===== config.mk =====
export PLATFORM = sky130hd
export DESIGN_NAME = button_gesture_detector
export DESIGN_NICKNAME = d
export VERILOG_FILES = /design/src/sv/bgd_pkg.sv /design/src/sv/bgd_step.sv /design/src/sv/button_gesture_detector.sv
export SDC_FILE = /design/constraint.sdc
export NUM_CORES = 1
export LEC_CHECK = 0
export BUFFER_PORTS_ARGS = -buffer_cell sky130_fd_sc_hd__buf_2
export CAP_MARGIN = 20
export CELL_PAD_IN_SITES_DETAIL_PLACEMENT = 2
export CELL_PAD_IN_SITES_GLOBAL_PLACEMENT = 2
export CORE_MARGIN = 2
export CORE_UTILIZATION = 41
export CTS_BUF_LIST = sky130_fd_sc_hd__clkbuf_4
export CTS_CLUSTER_DIAMETER = 200
export DETAILED_ROUTE_END_ITERATION = 8
export GPL_TIMING_DRIVEN = 0
export PLACE_DENSITY_LB_ADDON = 0.1
export REMOVE_ABC_BUFFERS = 1
export SETUP_SLACK_MARGIN = 0.2
export SLEW_MARGIN = 5
export SYNTH_ARGS = -nofsm -noshare
export SYNTH_HDL_FRONTEND = slang
export SYNTH_SLANG_ARGS = --single-unit

===== constraint.sdc =====
create_clock -name clk_i -period 4.55 [get_ports clk_i]
set_input_delay 0.2275 -clock clk_i [delete_from_list [all_inputs] [get_ports clk_i]]
set_output_delay 0.2275 -clock clk_i [all_outputs]
set_load 0.01 [all_outputs]

===== src/sv/bgd_pkg.sv =====
`default_nettype none

package bgd_pkg;

  // Register file geometry
  localparam int unsigned RegW     = 16;
  localparam int unsigned NumRegs  = 7;
  localparam int unsigned RegIdxW  = 3;

  // Counter width default
  localparam int unsigned CountBitsDefault = 16;

  // Register indexes
  localparam logic [RegIdxW-1:0] REG_DEBOUNCE   = 3'd0;
  localparam logic [RegIdxW-1:0] REG_LONG_PRESS = 3'd1;
  localparam logic [RegIdxW-1:0] REG_CLICK_GAP  = 3'd2;
  localparam logic [RegIdxW-1:0] REG_DOUBLE_GAP = 3'd3;
  localparam logic [RegIdxW-1:0] REG_SETTLE     = 3'd4;
  localparam logic [RegIdxW-1:0] REG_HOLD       = 3'd5;
  localparam logic [RegIdxW-1:0] REG_RESET      = 3'd6;

  // Register reset values
  localparam logic [RegW-1:0] DebounceRst  = 16'd10;
  localparam logic [RegW-1:0] LongPressRst = 16'd3000;
  localparam logic [RegW-1:0] ClickGapRst  = 16'd200;
  localparam logic [RegW-1:0] DoubleGapRst = 16'd100;
  localparam logic [RegW-1:0] SettleRst    = 16'd100;
  localparam logic [RegW-1:0] HoldRst      = 16'd6000;
  localparam logic [RegW-1:0] ResetRst     = 16'd10000;

  // Gesture codes
  localparam int unsigned GestureW = 3;
  localparam logic [GestureW-1:0] G_NONE   = 3'd0;
  localparam logic [GestureW-1:0] G_CLICK  = 3'd1;
  localparam logic [GestureW-1:0] G_DOUBLE = 3'd2;
  localparam logic [GestureW-1:0] G_LONG   = 3'd3;
  localparam logic [GestureW-1:0] G_HOLD   = 3'd4;

  // Phase codes
  localparam int unsigned PhaseW = 4;
  localparam logic [PhaseW-1:0] PH_WAIT_UP   = 4'd0;
  localparam logic [PhaseW-1:0] PH_WAIT_DOWN = 4'd1;
  localparam logic [PhaseW-1:0] PH_DEBOUNCE  = 4'd2;
  localparam logic [PhaseW-1:0] PH_PRESSED   = 4'd3;
  localparam logic [PhaseW-1:0] PH_GAP       = 4'd4;
  localparam logic [PhaseW-1:0] PH_SECOND    = 4'd5;
  localparam logic [PhaseW-1:0] PH_DOUBLE_UP = 4'd6;
  localparam logic [PhaseW-1:0] PH_EXIT      = 4'd10;

  // Stream byte widths
  localparam int unsigned InDataW  = 8;
  localparam int unsigned OutDataW = 8;

  typedef struct packed {
    logic [RegW-1:0] debounce_ticks;
    logic [RegW-1:0] long_press_ticks;
    logic [RegW-1:0] click_gap_ticks;
    logic [RegW-1:0] double_gap_ticks;
    logic [RegW-1:0] settle_ticks;
    logic [RegW-1:0] hold_ticks;
    logic [RegW-1:0] reset_ticks;
  } cfg_t;

  typedef struct packed {
    logic [GestureW-1:0] gesture;
    logic                reset_request;
  } result_t;

endpackage

`default_nettype wire


===== src/sv/bgd_step.sv =====
`default_nettype none

module bgd_step #(
  parameter int unsigned COUNT_BITS = bgd_pkg::CountBitsDefault
) (
  input  bgd_pkg::cfg_t                  cfg_i,
  input  logic [bgd_pkg::PhaseW-1:0]     phase_i,
  input  logic [COUNT_BITS-1:0]          press_cnt_i,
  input  logic [COUNT_BITS-1:0]          release_cnt_i,
  input  logic                           key_level_i,
  input  logic                           display_active_i,
  output logic [bgd_pkg::PhaseW-1:0]     phase_o,
  output logic [COUNT_BITS-1:0]          press_cnt_o,
  output logic [COUNT_BITS-1:0]          release_cnt_o,
  output bgd_pkg::result_t               result_o
);

  // Compare width covers both counter and register
  localparam int unsigned CW = (COUNT_BITS > bgd_pkg::RegW) ? COUNT_BITS : bgd_pkg::RegW;

  logic                  press_step;
  logic                  release_step;
  logic [COUNT_BITS-1:0] press_inc;
  logic [COUNT_BITS-1:0] release_inc;
  logic [CW-1:0]         press_inc_x;
  logic [CW-1:0]         release_x;
  logic [CW-1:0]         release_inc_x;

  // Saturating increments
  assign press_step    = (press_cnt_i != '1);
  assign release_step  = (release_cnt_i != '1);
  assign press_inc     = press_step ? press_cnt_i + 1'b1 : press_cnt_i;
  assign release_inc   = release_step ? release_cnt_i + 1'b1 : release_cnt_i;
  assign press_inc_x   = CW'(press_inc);
  assign release_x     = CW'(release_cnt_i);
  assign release_inc_x = CW'(release_inc);

  // Phase machine for one tick
  always_comb begin
    phase_o                = phase_i;
    press_cnt_o            = press_cnt_i;
    release_cnt_o          = release_cnt_i;
    result_o.gesture       = bgd_pkg::G_NONE;
    result_o.reset_request = 1'b0;

    unique case (phase_i)
      bgd_pkg::PH_WAIT_DOWN: begin
        if (key_level_i) begin
          phase_o     = bgd_pkg::PH_DEBOUNCE;
          press_cnt_o = '0;
        end
      end
      bgd_pkg::PH_DEBOUNCE: begin
        press_cnt_o = press_inc;
        if (key_level_i) begin
          if (press_inc_x > CW'(cfg_i.debounce_ticks)) begin
            phase_o = bgd_pkg::PH_PRESSED;
          end
        end else begin
          phase_o = bgd_pkg::PH_WAIT_UP;
        end
      end
      bgd_pkg::PH_PRESSED: begin
        if (key_level_i) begin
          press_cnt_o = press_inc;
          if (press_inc_x > CW'(cfg_i.long_press_ticks)) begin
            result_o.gesture = bgd_pkg::G_LONG;
            release_cnt_o    = '0;
            phase_o          = bgd_pkg::PH_EXIT;
          end
        end else begin
          release_cnt_o = '0;
          phase_o       = bgd_pkg::PH_GAP;
        end
      end
      bgd_pkg::PH_GAP: begin
        if (!key_level_i) begin
          // compare the count as it stood before this tick
          release_cnt_o = release_inc;
          if (release_x > CW'(cfg_i.click_gap_ticks)) begin
            result_o.gesture = bgd_pkg::G_CLICK;
            phase_o          = bgd_pkg::PH_WAIT_UP;
          end
        end else begin
          phase_o       = bgd_pkg::PH_SECOND;
          press_cnt_o   = '0;
          release_cnt_o = '0;
        end
      end
      bgd_pkg::PH_SECOND: begin
        if (key_level_i) begin
          press_cnt_o   = press_inc;
          release_cnt_o = '0;
          if (press_inc_x > CW'(cfg_i.debounce_ticks)) begin
            phase_o = bgd_pkg::PH_DOUBLE_UP;
          end
        end else begin
          press_cnt_o   = '0;
          release_cnt_o = release_inc;
          if (release_inc_x > CW'(cfg_i.double_gap_ticks)) begin
            phase_o = bgd_pkg::PH_WAIT_UP;
          end
        end
      end
      bgd_pkg::PH_DOUBLE_UP: begin
        // a press here changes nothing
        if (!key_level_i) begin
          release_cnt_o = release_inc;
          if (release_inc_x > CW'(cfg_i.settle_ticks)) begin
            result_o.gesture = bgd_pkg::G_DOUBLE;
            phase_o          = bgd_pkg::PH_WAIT_UP;
          end
        end
      end
      bgd_pkg::PH_EXIT: begin
        if (!key_level_i) begin
          release_cnt_o = release_inc;
          if (release_inc_x > CW'(cfg_i.settle_ticks)) begin
            phase_o = bgd_pkg::PH_WAIT_UP;
          end
        end else begin
          press_cnt_o = press_inc;
          // hold fires only when the counter steps onto the mark
          if (press_inc_x == CW'(cfg_i.hold_ticks)) begin
            if (press_step) begin
              result_o.gesture = bgd_pkg::G_HOLD;
            end
          end else if (press_inc_x > CW'(cfg_i.reset_ticks)) begin
            result_o.reset_request = 1'b1;
          end
        end
      end
      default: begin
        // wait for release; unused codes land here too
        if (!key_level_i) begin
          phase_o = bgd_pkg::PH_WAIT_DOWN;
        end
      end
    endcase

    // Inactive display: back to waiting for release, drop the gesture, keep counters
    if (!display_active_i) begin
      phase_o          = bgd_pkg::PH_WAIT_UP;
      result_o.gesture = bgd_pkg::G_NONE;
    end
  end

endmodule

`default_nettype wire


===== src/sv/button_gesture_detector.sv =====
// Each accepted sample's result beat is registered in the output slot and is presented the cycle after.
// Throughput: one sample per cycle; the phase and counter update is one combinational pass.
// The output register frees in the cycle its beat is taken, so a draining slot never stalls
// input; a full slot that is not taken holds input until the result side is ready.
// Reset (rst_ni low, asynchronous): phase waits for release, counters are zero, output
// is empty, and the seven timing registers return to their default tick counts.
`default_nettype none

module button_gesture_detector #(
  parameter int unsigned COUNT_BITS = bgd_pkg::CountBitsDefault
) (
  input  logic                          clk_i,
  input  logic                          rst_ni,
  // Configuration write port
  input  logic                          cfg_we_i,
  input  logic [bgd_pkg::RegIdxW-1:0]   cfg_idx_i,
  input  logic [bgd_pkg::RegW-1:0]      cfg_data_i,
  // Sample stream
  input  logic                          s_axis_tvalid,
  output logic                          s_axis_tready,
  input  logic [bgd_pkg::InDataW-1:0]   s_axis_tdata,  // [0] key_level, [1] display_active
  // Result stream
  output logic                          m_axis_tvalid,
  input  logic                          m_axis_tready,
  output logic [bgd_pkg::OutDataW-1:0]  m_axis_tdata   // [2:0] gesture, [3] reset_request
);

  bgd_pkg::cfg_t                cfg_q;
  logic [bgd_pkg::PhaseW-1:0]   phase_q;
  logic [bgd_pkg::PhaseW-1:0]   phase_d;
  logic [COUNT_BITS-1:0]        press_cnt_q;
  logic [COUNT_BITS-1:0]        press_cnt_d;
  logic [COUNT_BITS-1:0]        release_cnt_q;
  logic [COUNT_BITS-1:0]        release_cnt_d;
  bgd_pkg::result_t             result_d;
  bgd_pkg::result_t             result_q;
  logic                         out_valid_q;
  logic                         in_fire;

  // Accept while the output slot is empty or draining
  assign s_axis_tready = !out_valid_q || m_axis_tready;
  assign in_fire       = s_axis_tvalid && s_axis_tready;

  // Timing registers
  always_ff @(posedge clk_i or negedge rst_ni) begin
    if (!rst_ni) begin
      cfg_q.debounce_ticks   <= bgd_pkg::DebounceRst;
      cfg_q.long_press_ticks <= bgd_pkg::LongPressRst;
      cfg_q.click_gap_ticks  <= bgd_pkg::ClickGapRst;
      cfg_q.double_gap_ticks <= bgd_pkg::DoubleGapRst;
      cfg_q.settle_ticks     <= bgd_pkg::SettleRst;
      cfg_q.hold_ticks       <= bgd_pkg::HoldRst;
      cfg_q.reset_ticks      <= bgd_pkg::ResetRst;
    end else if (cfg_we_i) begin
      unique case (cfg_idx_i)
        bgd_pkg::REG_DEBOUNCE:   cfg_q.debounce_ticks   <= cfg_data_i;
        bgd_pkg::REG_LONG_PRESS: cfg_q.long_press_ticks <= cfg_data_i;
        bgd_pkg::REG_CLICK_GAP:  cfg_q.click_gap_ticks  <= cfg_data_i;
        bgd_pkg::REG_DOUBLE_GAP: cfg_q.double_gap_ticks <= cfg_data_i;
        bgd_pkg::REG_SETTLE:     cfg_q.settle_ticks     <= cfg_data_i;
        bgd_pkg::REG_HOLD:       cfg_q.hold_ticks       <= cfg_data_i;
        bgd_pkg::REG_RESET:      cfg_q.reset_ticks      <= cfg_data_i;
        default: ;  // drop writes to unused indexes
      endcase
    end
  end

  bgd_step #(
    .COUNT_BITS (COUNT_BITS)
  ) u_step (
    .cfg_i            (cfg_q),
    .phase_i          (phase_q),
    .press_cnt_i      (press_cnt_q),
    .release_cnt_i    (release_cnt_q),
    .key_level_i      (s_axis_tdata[0]),
    .display_active_i (s_axis_tdata[1]),
    .phase_o          (phase_d),
    .press_cnt_o      (press_cnt_d),
    .release_cnt_o    (release_cnt_d),
    .result_o         (result_d)
  );

  // Advance the machine on each accepted beat
  always_ff @(posedge clk_i or negedge rst_ni) begin
    if (!rst_ni) begin
      phase_q       <= bgd_pkg::PH_WAIT_UP;
      press_cnt_q   <= '0;
      release_cnt_q <= '0;
    end else if (in_fire) begin
      phase_q       <= phase_d;
      press_cnt_q   <= press_cnt_d;
      release_cnt_q <= release_cnt_d;
    end
  end

  // Output slot valid
  always_ff @(posedge clk_i or negedge rst_ni) begin
    if (!rst_ni) begin
      out_valid_q <= 1'b0;
    end else if (in_fire) begin
      out_valid_q <= 1'b1;
    end else if (m_axis_tready) begin
      out_valid_q <= 1'b0;
    end
  end

  // Output slot payload
  always_ff @(posedge clk_i) begin
    if (in_fire) begin
      result_q <= result_d;
    end
  end

  assign m_axis_tvalid = out_valid_q;
  assign m_axis_tdata  = {{(bgd_pkg::OutDataW - bgd_pkg::GestureW - 1){1'b0}},
                          result_q.reset_request, result_q.gesture};

  // A reset request only comes out of the long-press exit phase
  assert property (@(posedge clk_i) disable iff (!rst_ni)
    in_fire |=> (!m_axis_tdata[3] || $past(phase_q) == bgd_pkg::PH_EXIT))
    else $error("reset request outside exit phase");

  // An inactive display suppresses the gesture and parks the machine
  assert property (@(posedge clk_i) disable iff (!rst_ni)
    (in_fire && !s_axis_tdata[1]) |=>
      (m_axis_tdata[2:0] == bgd_pkg::G_NONE && phase_q == bgd_pkg::PH_WAIT_UP))
    else $error("gesture or phase not cleared with display inactive");

  // A hold beat means the press counter sits on the hold mark
  assert property (@(posedge clk_i) disable iff (!rst_ni)
    in_fire |=> (m_axis_tdata[2:0] != bgd_pkg::G_HOLD ||
                 press_cnt_q == COUNT_BITS'(cfg_q.hold_ticks)))
    else $error("hold gesture off the hold mark");

  // A click is only reported on a released sample
  assert property (@(posedge clk_i) disable iff (!rst_ni)
    in_fire |=> (m_axis_tdata[2:0] != bgd_pkg::G_CLICK || !$past(s_axis_tdata[0])))
    else $error("click reported on a pressed sample");

endmodule

`default_nettype wire

==> results.md <==
* R2R setup slack at 0.28 ns
* Most common cell in the synthesized netlist: nand2_1
* Startpoint types: flop
* Final setup violation count at 0
* Maximum clock rate at between 200 and 250 MHz
* Clock Sinks at 153
* Fin crit share at a little over nine tenths
* Synth top area share at 30.5%
* Worst slew margin at 37.7%
* Clock root buffer: clkbuf_4
* Port Buffer Count at 31
* Ys Warns at 0
* RSZ-0062 raised after global routing: yes
* Crit Path Category: flop to flop
* Routed wl met3 at 779 um
* Layout net count at 1277
* Register area share after synthesis at about two fifths
* DIE AREA at 25100 um^2
* Initial antenna violation count at 1
* R2R depth at 17
* CP required at 5.06 ns
* Maxcap violations at 0
* Initial Util at 41.7%
* First-pass GRT wire length at 51400 um
* Reg area at 3910 um^2
* WL final at around 33000 um
* Period minus WS final at about 4.3 ns
* Layout Cells excl Fill at ~1500
* Largest net degree at the start of global routing at 80
* Slowest CP cell: dfrtp_1
* Antenna Nets Post-Route at 0
* Tot Pwr at 4340 uW
* Hold/Removal Path Class: input port to flop
* Switch share at 39.8%
* Count of mapped cells out of synthesis at 1065
* Synth Register Bits at 153
* CTS Buf Count at 17
* WP data arrival at ~4.8 ns
* Post-synthesis cell area at around 9800 um^2
* Top sig layer: met4
* Average routed wire per standard cell at 22.4 um
* Cell mode on critical path: nor2_1
* Worst VDD drop at 0.158 mV
* GPL Wtd Cong at 0.809
* Die Y at 158 um
* DP HPWL at 23000 um
* Leading area contributor after synthesis: dfrtp_1
* CTS max path bufs at 2
* Max H-tree Level at 4
* Primary FF master, synth: dfrtp_1
* Hold slack at roughly 0.034 ns
* Fill count at 2582
* Syn avg cell area at 9.16 um^2
* Crit-path leading delay family: simple AND/OR/NAND/NOR gates
* Metal2 WL at 17100 um
* Placeable Area at 23400 um^2
* Vias per inst at 5.64
* Max-slew violations at 0
* Internal power component at 2610 uW
* Clock power share at a little over a fifth
* Final Skew at 0.0442 ns
* Critical path cell sequence: and3_4 > nand4_1 > buf_4 > nor2_4 > nor2_1 > and2_1 > xnor2_1 > inv_1 > ha_1 > nand3_1 > nor2_1 > a31oi_1 > o21ai_1 > o22ai_1 > a211oi_2 > o21a_2 > mux2_2
* Seq pwr share at 43.1%
* Hold Fails Final Rpt at 0
* GRT overflow at 0
* Post-Place Cells at approximately 1400
* Die W at 158 um
* Crit end category: flop
* Leak Pwr at ~0.0053 uW
* Num rows at 56
* Sw power at 1730 uW
* Stages on worst setup path at 17
* Post-synth top cells: nand2_1, inv_1, dfrtp_1, o21ai_0, ha_1
* CTS clk-pin slew, worst paths at roughly 0.18 ns
* DR vias at 8355
* WP buf/inv at 2
* DR iter-0 viols at about 360
* Cell Pwr Density at approximately 380 nW/um^2
* Number of synthesized flops with an enable pin at 4
* Combinational Power Share at between 30% and 40%
* GRT Overall Usage at a little over a quarter
* Top Ports at 42
* Status: complete, no violations
* Crit path max fanout at 5
* Detailed Routing Iterations Pass 1 at 4
* CTS tree: built
* Post-route setup slack at 0.279 ns
* Vias in the first global route at 9079
* P&R area growth vs syn at 17.2%
* Async S/R FF share, synth at 97.4%
* Worst-Margin Slew at 0.929 ns
* Clk_lat worst skew at 0.62 ns
* Area of the multi-input gates at between 5000 and 6000 um^2
* M1 WL at 14400 um
* Ranking of synthesized cells by area: dfrtp_1, ha_1, dfstp_2, mux2_2, o21ai_0
* Worst path max stage delay at 0.44 ns
* Hold-critical path depth at 3
* Cell variety after synth at 69
* DRC at 0
* Share of cells above drive strength 1 at 23.9%
* Pre-CTS WS at -0.600 ns
==> what timing repair did <==
action / 4_1_cts / 5_1_grt
hold buffers: 19 / 0
resized for setup: 50 / 27
setup buffers: 12 / 30
endpoints found under the hold margin: 145 / 0
endpoints found under the setup margin: 22 / 12
pin swaps: 7 / 10
==> cells in the final DEF, fill, tap and decap left out, types with 4 or more instances in the layout <==
cell type	n
dfrtp_2	17
nand2_1	121
conb_1	4
o21ai_0	100
nand4b_1	4
nor2_1	35
a21o_1	12
mux2_2	54
edfxtp_1	4
mux2i_1	4
a22o_1	8
nand2b_1	9
xnor2_1	15
and3_1	8
dfstp_2	30
nand3_1	22
nor4_1	7
nor2b_1	7
buf_2	31
inv_1	120
dlygate4sd3_1	19
nand2_2	4
a21oi_1	49
o22ai_1	6
o31ai_1	20
ha_1	95
nor2_4	4
nor3_1	8
inv_6	4
dfrtp_1	102
a31oi_1	5
clkbuf_4	18
xor2_1	16
nand4_1	27
buf_6	5
buf_4	47
a211oi_1	8
==> power groups by stage <==
stage                     logic [uW]  clock network, uW  registers [uW]
after floorplan                  925                  0            1820
after global placement          1290                  0            1880
after detailed placement        1390                  0            1890
after CTS                       1500                951            1860
after global routing            1730               1010            1910
final                           1540                932            1870
==> final timing paths <==
check	from	end
setup / recovery	release_cnt_q[10]$_DFFE_PN0P_	phase_q[3]$_DFFE_PN0P_
hold / removal	s_axis_tdata[0]	phase_q[2]$_DFFE_PN0P_
setup reg to reg	release_cnt_q[10]$_DFFE_PN0P_	phase_q[3]$_DFFE_PN0P_
hold reg to reg	cfg_q[67]$_DFFE_PN1P_	cfg_q[67]$_DFFE_PN1P_
max in group asynchronous	rst_ni	cfg_q[54]$_DFFE_PN1P_
min in group asynchronous	rst_ni	cfg_q[27]$_DFFE_PN0P_
==> final cells by class <==
cell class | count | share of cell area [%]
diodes | 1 | 0.0219
clock buffers | 18 | 1.18
clock inverters | 14 | 1.41
inverters | 123 | 4.04
multi-input cells | 747 | 48.2
flip-flops and latches | 153 | 34.2
well taps | 319 | 3.49
repair buffers | 107 | 7.47
==> per-layer routing <==
metal | GRT usage (%) | vias up
li1 | - | 3895
met1 | 33.9 | 4296
met2 | 48.0 | 115
met3 | 4.00 | 49
met4 | 8.92 | 0
met5 | 0 | -
==> logic make-up after synthesis <==
kind of cell	count (synthesis)	synth area share, %
xor+xnor	37	3.32
other cells	1	0.0384
simple gates	298	15.1
buf+inv	168	6.78
fa+ha+maj	97	12.4
mux	60	6.85
flops	153	39.8
compound gates	251	15.7
==> per-stage QoR <==
stage                     setup TNS [ns]  utilization [%]  area (um^2)
after floorplan                   -18.30                -         9570
after global placement            -61.18             43.3        10100
after detailed placement           -5.69             44.2        10300
after CTS                              0             47.5        11100
after global routing                   0             48.9        11400
final                                  0             48.9        11400
==> state kept, by name (all words and copies together) (netlist names) <==
name and cells:
press_cnt_q 16, m_axis_tvalid 1, cfg_q 112, phase_q 4, m_axis_tdata 4, release_cnt_q 16
==> worst reg2reg max path, stage by stage (launching register included) <==
cell	delay [ns]
dfrtp_1	0.44
and3_4	0.25
nand4_1	0.27
buf_4	0.27
nor2_4	0.15
nor2_1	0.11
and2_1	0.19
xnor2_1	0.29
inv_1	0.15
ha_1	0.33
nand3_1	0.10
nor2_1	0.22
a31oi_1	0.12
o21ai_1	0.19
o22ai_1	0.14
a211oi_2	0.34
o21a_2	0.25
mux2_2	0.34
No activity file was read; power rests on OpenSTA's default activity.
